--- src/sitda_pkg.sv ---
package sitda_pkg;

  localparam int DEFAULT_VALUE_WIDTH = 32;
  localparam int CHAR_W              = 7;
  localparam int COUNT_W             = 4;
  localparam int DIGIT_W             = 4;
  localparam int DABBLE_BITS         = 4;

  localparam logic [CHAR_W-1:0] CHAR_ZERO  = 7'd48;
  localparam logic [CHAR_W-1:0] CHAR_MINUS = 7'd45;

  typedef enum logic [2:0] {
    ST_IDLE,
    ST_CONVERT,
    ST_COUNT,
    ST_SIGN,
    ST_DIGITS
  } back_state_t;

endpackage

--- src/sitda_if.sv ---
interface sitda_in_if import sitda_pkg::*; #(
  parameter int VALUE_WIDTH = DEFAULT_VALUE_WIDTH
);
  logic                           valid;
  logic                           ready;
  logic signed [VALUE_WIDTH-1:0]  value;

  modport source (output valid, output value, input ready);
  modport sink   (input valid, input value, output ready);
endinterface


--- src/sitda_front.sv ---
module sitda_front import sitda_pkg::*; #(
  parameter int VALUE_WIDTH = DEFAULT_VALUE_WIDTH
) (
  input  logic                   clk,
  input  logic                   rst,
  sitda_in_if.sink               number,
  output logic                   q_valid,
  output logic                   q_neg,
  output logic [VALUE_WIDTH-1:0] q_mag,
  input  logic                   q_pop
);

  logic [VALUE_WIDTH-1:0] raw;
  logic [VALUE_WIDTH-1:0] mag;
  logic                   neg;
  logic                   push;

  logic                   neg_q [2];
  logic [VALUE_WIDTH-1:0] mag_q [2];
  logic                   wr_ptr;
  logic                   rd_ptr;
  logic [1:0]             fill;

  // magnitude modulo 2^W: the most negative value maps onto itself
  assign raw  = number.value;
  assign neg  = raw[VALUE_WIDTH-1];
  assign mag  = neg ? (~raw + 1'b1) : raw;

  assign number.ready = (fill != 2'd2);
  assign push         = number.valid && number.ready;

  assign q_valid = (fill != 2'd0);
  assign q_neg   = neg_q[rd_ptr];
  assign q_mag   = mag_q[rd_ptr];

  always_ff @(posedge clk) begin
    if (push) begin
      neg_q[wr_ptr] <= neg;
      mag_q[wr_ptr] <= mag;
    end
  end

  always_ff @(posedge clk) begin
    if (rst) begin
      wr_ptr <= 1'b0;
      rd_ptr <= 1'b0;
      fill   <= 2'd0;
    end else begin
      if (push) begin
        wr_ptr <= ~wr_ptr;
      end
      if (q_pop) begin
        rd_ptr <= ~rd_ptr;
      end
      fill <= fill + {1'b0, push} - {1'b0, q_pop};
    end
  end

endmodule

--- src/flat_wrapper.sv ---
// flat-port wrapper written by rule: the top's interface ports become plain ports
module sitda_front_flat import sitda_pkg::*;
#(
  parameter int VALUE_WIDTH = DEFAULT_VALUE_WIDTH
)
  (clk, rst, q_valid, q_neg, q_mag, q_pop, number_valid, number_value, number_ready);
  sitda_in_if #(.VALUE_WIDTH(VALUE_WIDTH)) number_i ();
  input  logic clk;
  input  logic rst;
  output logic q_valid;
  output logic q_neg;
  output logic [VALUE_WIDTH-1:0] q_mag;
  input  logic q_pop;
  input wire logic [$bits(number_i.valid)-1:0] number_valid;
  input wire logic [$bits(number_i.value)-1:0] number_value;
  output wire logic [$bits(number_i.ready)-1:0] number_ready;
  assign number_i.valid = number_valid;
  assign number_i.value = number_value;
  assign number_ready = number_i.ready;
  sitda_front #(.VALUE_WIDTH(VALUE_WIDTH)) u_core (.clk(clk), .rst(rst), .number(number_i), .q_valid(q_valid), .q_neg(q_neg), .q_mag(q_mag), .q_pop(q_pop));
endmodule
--- config.mk ---
export PLATFORM = sky130hd
export DESIGN_NAME = sitda_front_flat
export DESIGN_NICKNAME = d
export VERILOG_FILES = /design/src/sitda_pkg.sv /design/src/sitda_if.sv /design/src/sitda_front.sv /design/src/flat_wrapper.sv
export SDC_FILE = /design/constraint.sdc
export NUM_CORES = 1
export LEC_CHECK = 0
export BUFFER_PORTS_ARGS = -buffer_cell sky130_fd_sc_hd__buf_2
export CORE_ASPECT_RATIO = 0.7
export CORE_UTILIZATION = 49
export CTS_CLUSTER_SIZE = 10
export DETAILED_ROUTE_END_ITERATION = 10
export MAX_ROUTING_LAYER = met4
export PLACE_DENSITY = 0.74
export SYNTH_ARGS = -nofsm -noshare
export SYNTH_HDL_FRONTEND = slang
export SYNTH_SLANG_ARGS = --single-unit
--- constraint.sdc ---
create_clock -name clk -period 2.36 [get_ports clk]
set_input_delay 0.472 -clock clk [delete_from_list [all_inputs] [get_ports clk]]
set_output_delay 0.472 -clock clk [all_outputs]
set_load 0.03 [all_outputs]
==> impl_metrics.tcl, run 1 <==
set metrics [dict create \
    rsz0062_at_grt "no" \
    diodes 0 \
    die_h_um 71.9 \
    combPwrFrac 0.258 \
    num_vias 2179 \
    routed_wl_mm 6.55 \
    clockBufferDepth 2 \
    internal_power_uw 2570 \
    r2r_setup_slack_ns 0.79 \
    fin_util 0.614 \
    hold_path.class "in2reg" \
    setup-tns-final_ns 0 \
    worstRegToRegCells 8 \
    total_leakage_power_uw 0.00150 \
    pwr-share-seq 0.461 \
    syn-cell-area_um2 3420 \
    cap_violations 0 \
    post_cts_buffers 0 \
    numCtsBuffers 9 \
    setup.worst_path.end_class "flop" \
    worst_slack_ns 0.377 \
    status "finished clean" \
    cp_top_family "simple AND/OR/NAND/NOR gates" \
    period_needed_ns 1.98 \
    required_ns 2.44 \
    ys_ff_latch 71 \
    switching_power_uw 1100 \
    setup_viol 0 \
    crit_arrival_ns 2.07 \
    grt_start_max_net_pins 34 \
    wl_per_cell_um 15.9 \
    hold_slack_ns 0.349 \
    ant_nets 0 \
    path_max_fanout 6 \
    p_per_area_nw_per_um2 883 \
    h-tree-depth 3 \
    syn_area_per_cell_um2 14.8 \
    skew_ns 0.00443 \
    post-synth-top-area-fraction 0.579 \
    place.port_buffers 70 \
    yosys_warnings 0 \
    synthesis.instances 232 \
    path_clk_slew_ns 0.07 \
    nNetsFinal 351 \
    r2r-end "u_core.fill[1]$_SDFF_PP0_" \
    fmax_mhz 504 \
    hold_viol 0 \
    cts.repair.resized 0 \
    cts_tree "done" \
    die_w_um 102 \
    dieArea_um2 7330 \
    syn_nets 271 \
    holdBufCountCts 0 \
    switching_share 0.299 \
    drv_slew 0 \
    setup.worst_path.start "number_value[0]" \
    cp.depth 7 \
    rows 25 \
    drtIter0Drc 115 \
    grt_pass1_wl_mm 10.3 \
    slew_headroom 0.682 \
    peakVddDrop_uv 498 \
    crit_path_end "u_core.mag_q[1][20]$_DFFE_PP_" \
    pre_cts_ws_ns 0.0597 \
    dr.pass1.iters 4 \
    crit_buf_inv 2 \
    io_pins 71 \
    viasPerCell 5.30 \
    cts.sink_count 71 \
    seq_area_frac_synth 0.608 \
    grt_pass1_vias 2113 \
    critPathLaunchType "primary input" \
    route.detailed.drc 0 \
    slowest_delay_ns 0.42 \
    place_congestion 0.760 \
    start_util 0.507 \
    timing.rr.start "u_core.fill[0]$_SDFF_PP0_" \
    tightest_slew_ns 0.470 \
    path_cells "buf_2 -> inv_1 -> ha_1 -> nor4b_1 -> nand3_1 -> o41ai_2 -> xnor2_1" \
    area_growth_pct 21.2 \
    grt_usage 0.197 \
    grt-ovfl-total 0 \
    synth_top_area_cell "edfxtp_1" \
    antenna_found_initial 0 \
    synth_cell_types 36 \
    drive_above_1_share 0.432 \
    p_clk_frac 0.281 \
    cp_slowest_cell "nor4b_1" \
    cts-root-buf "clkbuf_8" \
    ys_top_cells_by_area "edfxtp_1 58%, mux2_2 11%, xnor2_1 7.7%, dfxtp_1 2.9%, o41ai_2 2.9%" \
    core_area_um2 6760 \
    p_total_uw 3660 \
    clock_latency_ns 0.34 \
    critPathKind "in2reg" \
    fin_crit_sh 0.840 \
    dpl.hpwl_mm 4.43 \
]
[logic make-up (layout without fill, tap and decap cells)]
group                    Yosys count  in the layout  share of synthesized area
AO/OA/AOI/OAI                     28             28                     0.0713
XOR/XNOR                          32             32                     0.0819
adder cells (fa/ha/maj)            3              3                     0.0110
buffers and inverters             11             96                     0.0121
flip-flops                        71             71                      0.608
multiplexers                      33             33                      0.109
AND/OR/NAND/NOR                   54             54                      0.107
[registers in the layout, indices dropped and copies added (netlist names), named ones only]
register       flops
u_core.neg_q       2
u_core.mag_q      64
u_core.wr_ptr      1
u_core.fill        2
u_core.rd_ptr      1
[power groups by stage]
| stage | Clock [uW] | Sequential, uW | Combinational, uW |
|---|---|---|---|
| CTS | 1050 | 1690 | 960 |
| detailed placement | 0 | 1720 | 955 |
| finish | 1030 | 1690 | 946 |
| global route | 1100 | 1710 | 1020 |
| floorplan | 0 | 1700 | 675 |
| global placement | 0 | 1710 | 945 |
[cells in the mapped netlist, drive strengths merged]
master / number
nand2: 8
xnor2: 30
dfxtp: 5
or4b: 1
o31ai: 11
nand4b: 3
nor3: 3
nand3b: 1
edfxtp: 66
nand2b: 5
mux2: 33
or2: 1
nand3: 5
nor4: 4
buf: 2
o41ai: 7
o21ai: 9
xor2: 2
nand4: 1
inv: 4
and3: 1
nor4bb: 1
nor2: 10
ha: 3
clkbuf: 5
or4: 2
or3: 2
a21oi: 1
nor4b: 2
nor2b: 4
[cell type report]
class,instances,area [um^2]
multi-input combinational,150,1300
sequential,71,2080
timing repair buffer,76,408
inverter,4,15.0
fill,560,2610
tap,94,118
clock buffer,16,224
[how the worst min path moves through the flow]
stage | from | to | slack [ns] | cells past startpoint
finish | rst | u_core.fill[1]$_SDFF_PP0_ | 0.35 | 2
global route | rst | u_core.fill[1]$_SDFF_PP0_ | 0.34 | 2
CTS | rst | u_core.fill[1]$_SDFF_PP0_ | 0.34 | 2
detailed placement | u_core.rd_ptr$_SDFFE_PP0P_ | u_core.rd_ptr$_SDFFE_PP0P_ | 0.50 | 2
global placement | u_core.rd_ptr$_SDFFE_PP0P_ | u_core.rd_ptr$_SDFFE_PP0P_ | 0.50 | 2
floorplan | u_core.rd_ptr$_SDFFE_PP0P_ | flop | 0.48 | 2
[metrics by stage]
stage | cell area, um^2 | instances
3_3_place_gp | 3930 | 395
4_1_cts | 4150 | 411
3_5_place_dp | 3930 | 395
2_1_floorplan | 3430 | 232
6_report | 4150 | 411
5_1_grt | 4150 | 411
[cell usage in the layout (no fill, tap or decap), types with 3 or more instances in the layout]
cell and n:
inv_1 4, edfxtp_1 66, dfxtp_1 5, ha_1 3
o41ai_2 6, buf_4 5, clkbuf_8 10, nor2_1 9
nand2_1 8, nand3_1 4, xnor2_1 30, o31ai_1 10
nor2b_1 4, nand2b_1 5, clkbuf_16 3, clkbuf_1 3
buf_2 70, mux2_2 33, o21ai_0 9, nor3_1 3
[metal layers]
layer  global-route usage  wire (um)
met5                    -          0
met4               0.0698         65
met3               0.0588        380
met2                0.292       2900
met1                0.260       3200
(Power assumes the default switching activity.)
==> run 2, diff against run 1 <==
- clock period: 2.36 -> 1.7 ns (I/O delays scaled with it)
==> run 2 against run 1 <==
Compared with the run above:
- the run now ends with setup timing left
- non-clock buffer count rose by 37
- flip-flop and latch count did not move
- final area rose by 19%
- largest power group unchanged
- wire length rose by 18%
- critical path type is now reg2out
- final cell count rose by 9.0%
- largest cell class unchanged
- die area did not move
- clock skew rose by 0.0049 ns
- sequential share of layout area fell by 7.9 points
- via count rose by 9.7%
- first-iteration DRC count fell by 23%
==> impl_metrics.tcl, run 2 (synthesis results as in run 1) <==
set metrics [dict create \
    status "finished, violations left" \
    violations "setup timing" \
    tightest_slew_ns 0.417 \
    h-tree-depth 3 \
    p_per_area_nw_per_um2 1170 \
    cts.sink_count 71 \
    placed_area_um2 4270 \
    path_max_fanout 11 \
    die_h_um 71.9 \
    required_ns 1.36 \
    post_cts_buffers 0 \
    drtIter0Drc 88 \
    cts-root-buf "clkbuf_8" \
    clockBufferDepth 2 \
    wl_per_cell_um 17.3 \
    hold_path.class "in2reg" \
    clock_latency_ns 0.34 \
    setup-tns-final_ns -1.33 \
    cap_violations 0 \
    core_area_um2 6760 \
    max_flop_register "u_core.mag_q" \
    nNetsFinal 388 \
    layout_top_registers "u_core.mag_q (64), u_core.fill (2), u_core.neg_q (2)" \
    fin_util 0.730 \
    die_w_um 102 \
    critPathLaunchType "flop" \
    skew_ns 0.00931 \
    hold_viol 0 \
    worst_slack_ns -0.0753 \
    num_vias 2390 \
    io_pins 71 \
    setup_viol 35 \
    fin_crit_sh 1.04 \
    path_clk_slew_ns 0.08 \
    holdBufCountCts 0 \
    route.detailed.drc 0 \
    peakVddDrop_uv 750 \
    ant_nets 0 \
    critPathKind "reg2out" \
    grt-ovfl-total 0 \
    grt_pass1_vias 2425 \
    area_growth_pct 44.1 \
    num-fill-cells 467 \
    layout_commonest_cell "edfxtp_1" \
    grtUsageMet3 0.0588 \
    grt_start_max_net_pins 34 \
    largest_reg_flops 64 \
    hp-start "rst" \
    rows 25 \
    place_inst 431 \
    fmax_mhz 563 \
    setup.worst_path.end_class "output port" \
    period_needed_ns 1.78 \
    grt-busiest-layer "met2" \
    diodes 0 \
    grt_use_met1 0.275 \
    place_congestion 0.815 \
    slew_headroom 0.720 \
    dr.pass1.iters 4 \
    viasPerCell 5.33 \
    antenna_found_initial 0 \
    post-route-cell-area_um2 4930 \
    stdcell_count 448 \
    total_leakage_power_uw 0.00191 \
    grt.met2_usage 0.396 \
    grt_usage 0.233 \
    dpl.hpwl_mm 4.93 \
    place.port_buffers 70 \
    numCtsBuffers 9 \
    cts_tree "done" \
    drv_slew 0 \
    drive_above_1_share 0.531 \
    p_total_uw 5790 \
    dieArea_um2 7330 \
    rsz0062_at_grt "yes" \
    timing.rr.start "u_core.fill[0]$_SDFF_PP0_" \
    crit_arrival_ns 1.44 \
    final_cell_mix "66 x edfxtp_1, 38 x buf_4, 36 x buf_2" \
    start_util 0.507 \
    grt_pass1_wl_mm 12.0 \
    routed_wl_mm 7.74 \
]
==> run 2: cell types whose count changed in the layout (fill, tap and decap cells not counted), sizes merged <==
cell and delta:
clkinvlp +2, clkbuf -5, buf +37, bufinv +3
==> run 2: layout make-up <==
| cell class | count | area (um^2) | share of cell area |
|---|---|---|---|
| clock buffer | 11 | 141 | 0.0287 |
| clock inverter | 5 | 105 | 0.0213 |
| inverter | 4 | 35.0 | 0.00710 |
| multi-input combinational | 150 | 1480 | 0.301 |
| sequential | 71 | 2090 | 0.423 |
| tap | 94 | 118 | 0.0238 |
| timing repair buffer | 113 | 965 | 0.196 |
==> run 2: where the power goes <==
group | internal [uW] | total (uW) | switching [uW]
Sequential | 2270 | 2370 | 96.1
Clock | 1010 | 1620 | 606
Combinational | 838 | 1800 | 966
Total | 4120 | 5790 | 1670
==> run 2: worst paths after layout <==
check,end,cells after the start,slack (ns)
max,q_mag[0],3,-0.08
max reg2reg,u_core.fill[1]$_SDFF_PP0_,8,0.18
min reg2reg,flop,2,0.51
min,flop,2,0.20
==> run 2: layer usage <==
metal	routed length, um	part of all wire	vias up
li1	-	-	1122
met1	3440	0.44	1188
met2	3840	0.50	68
met3	363	0.047	12
met4	97	0.013	0
met5	0	0	-
==> run 2: per-stage QoR <==
stage	hold WS (ns)	setup WS (ns)
2_1_floorplan	0.412	-0.128
3_3_place_gp	0.498	-0.403
3_5_place_dp	0.501	-0.414
4_1_cts	0.194	-0.0879
5_1_grt	0.192	-0.122
6_report	0.203	-0.0753
==> run 2: critical path, cell delays in order (launching register included) <==
cell	delay (ns)
dfxtp_4	0.42
buf_12	0.16
mux2_2	0.36
buf_6	0.14
==> run 2: repair_timing <==
item | in CTS | in global routing
resized for setup | 87 | 21
pin swaps | 0 | 2
setup endpoints to repair | 41 | 53
cloned | 1 | 0
==> run 3, diff against run 2 <==
- GPL_TIMING_DRIVEN: unset -> 0
- PLACE_DENSITY: 0.74 -> 0.79
==> run 3 against run 2 <==
Compared with the run above:
- the flow still finishes with violations (setup timing)
- non-clock buffer count is 26 lower
- die area stayed put
- sequential share of layout area is 1.4 points higher
- critical path type unchanged
==> impl_metrics.tcl, run 3 (synthesis results as in run 1) <==
set metrics [dict create \
    wl_per_cell_um 18.4 \
    register_area_um2 2090 \
    num_vias 2317 \
    rsz0062_at_grt "yes" \
    grt_start_max_net_pins 34 \
    crit_arrival_ns 1.46 \
    holdBufCountCts 0 \
    drive_above_1_share 0.489 \
    cts_tree "done" \
    p_per_area_nw_per_um2 1120 \
    h-tree-depth 3 \
    skew_ns 0.00650 \
    clock_latency_ns 0.35 \
    p_total_uw 5340 \
    setup_viol 33 \
    cts-root-buf "clkbuf_8" \
    area_growth_pct 39.3 \
    hold_depth 2 \
    hold_path.class "in2reg" \
    core_area_um2 6760 \
    cts.sink_count 71 \
    critPathLaunchType "flop" \
    r2r-end "u_core.fill[1]$_SDFF_PP0_" \
    viasPerCell 5.48 \
    fin_crit_sh 1.06 \
    place.port_buffers 70 \
    start_util 0.507 \
    cap_violations 0 \
    drtIter0Drc 124 \
    slew_headroom 0.462 \
    post-route-cell-area_um2 4770 \
    layout_commonest_cell "edfxtp_1" \
    grt_pass1_vias 2430 \
    route.detailed.drc 0 \
    drv_slew 0 \
    worst_slack_ns -0.0975 \
    required_ns 1.36 \
    grt_usage 0.237 \
    final_cell_mix "66 x edfxtp_1, 35 x buf_2, 34 x buf_6" \
    num-fill-cells 492 \
    tightest_slew_ns 0.807 \
    violations "setup timing" \
    fin_util 0.706 \
    period_needed_ns 1.80 \
    timing.rr.start "u_core.fill[0]$_SDFF_PP0_" \
    largest_reg_flops 64 \
    numCtsBuffers 9 \
    cp_slowest_cell "dfxtp_4" \
    multiInputGateArea_um2 1590 \
    path_clk_slew_ns 0.06 \
    die_w_um 102 \
    ant_nets 0 \
    fmax_mhz 556 \
    die_h_um 71.9 \
    rows 25 \
    grt_pass1_wl_mm 12.2 \
    grt-ovfl-total 0 \
    r2r_setup_slack_ns 0.14 \
    dr.pass1.iters 4 \
    diodes 0 \
    routed_wl_mm 7.79 \
    place_congestion 0.784 \
    max_flop_register "u_core.mag_q" \
    nNetsFinal 363 \
    hp-start "rst" \
    path_max_fanout 7 \
    peakVddDrop_uv 644 \
    slowest_delay_ns 0.46 \
    total_leakage_power_uw 0.00180 \
    placed_area_um2 3940 \
    worstRegToRegCells 8 \
    setup.worst_path.end_class "output port" \
    clockBufferDepth 2 \
    path_cells "clkbuf_8 -> mux2_4 -> buf_6" \
    antenna_found_initial 0 \
    status "finished, violations left" \
    hold_viol 0 \
    layout_top_registers "u_core.mag_q (64), u_core.fill (2), u_core.neg_q (2)" \
    dpl.hpwl_mm 4.65 \
    dieArea_um2 7330 \
    io_pins 71 \
    critPathKind "reg2out" \
]
run 3: cell types whose count changed in the layout (fill, tap and decap cells not counted), moves of 3 or more:
| cell | change |
|---|---|
| buf_4 | -31 |
| mux2_2 | -9 |
| mux2_4 | +9 |
| buf_12 | -4 |
| clkbuf_1 | +4 |
| clkbuf_8 | +4 |
| bufinv_16 | -3 |
| clkbuf_16 | +3 |
run 3: worst max path at each step:
| stage | from | end |
|---|---|---|
| after floorplan | number_value[0] | u_core.mag_q[0][26]$_DFFE_PP_ |
| after global placement | number_value[0] | u_core.mag_q[0][22]$_DFFE_PP_ |
| after detailed placement | number_value[0] | u_core.mag_q[0][14]$_DFFE_PP_ |
| after CTS | flop | q_mag[3] |
| after global routing | flop | q_mag[2] |
| final | flop | q_mag[23] |
run 3: repair_timing:
action / 4_1_cts / 5_1_grt
setup endpoints to repair: 84 / 70
setup buffers: 5 / 3
pin swaps: 5 / 7
gates resized for setup: 126 / 15
cloned: 4 / 0
run 3: layout make-up:
type                       instances  area share
multi-input combinational        151       0.333
tap                               94      0.0247
buffer                             6      0.0181
sequential                        71       0.437
inverter                           4     0.00735
timing repair buffer              81       0.144
clock inverter                     1     0.00105
clock buffer                      15      0.0349
run 3: per-stage QoR:
step	std cells	TNS, ns	setup slack, ns	hold slack (ns)
6_report	423	-2.51	-0.0975	0.208
5_1_grt	423	-4.21	-0.143	0.203
4_1_cts	420	-3.22	-0.113	0.199
3_5_place_dp	396	-31.02	-0.638	0.500
3_3_place_gp	396	-26.75	-0.472	0.497
2_1_floorplan	232	-0.256	-0.128	0.412
run 3: power breakdown:
part           total [uW]  internal (uW)  switching (uW)
Combinational        1780            811             966
Sequential           2380           2280             107
Clock                1180            610             570
run 3: worst max-delay path: cells and delay by family, from the launching register on:
kind | cells | cell delay, ns
flops | 1 | 0.46
buf+inv | 2 | 0.35
mux | 1 | 0.31
run 3: layer usage:
metal,share of wire,GRT usage
met5,0,-
met4,0.0083,0.0762
met2,0.49,0.371
met3,0.054,0.0578
met1,0.45,0.309
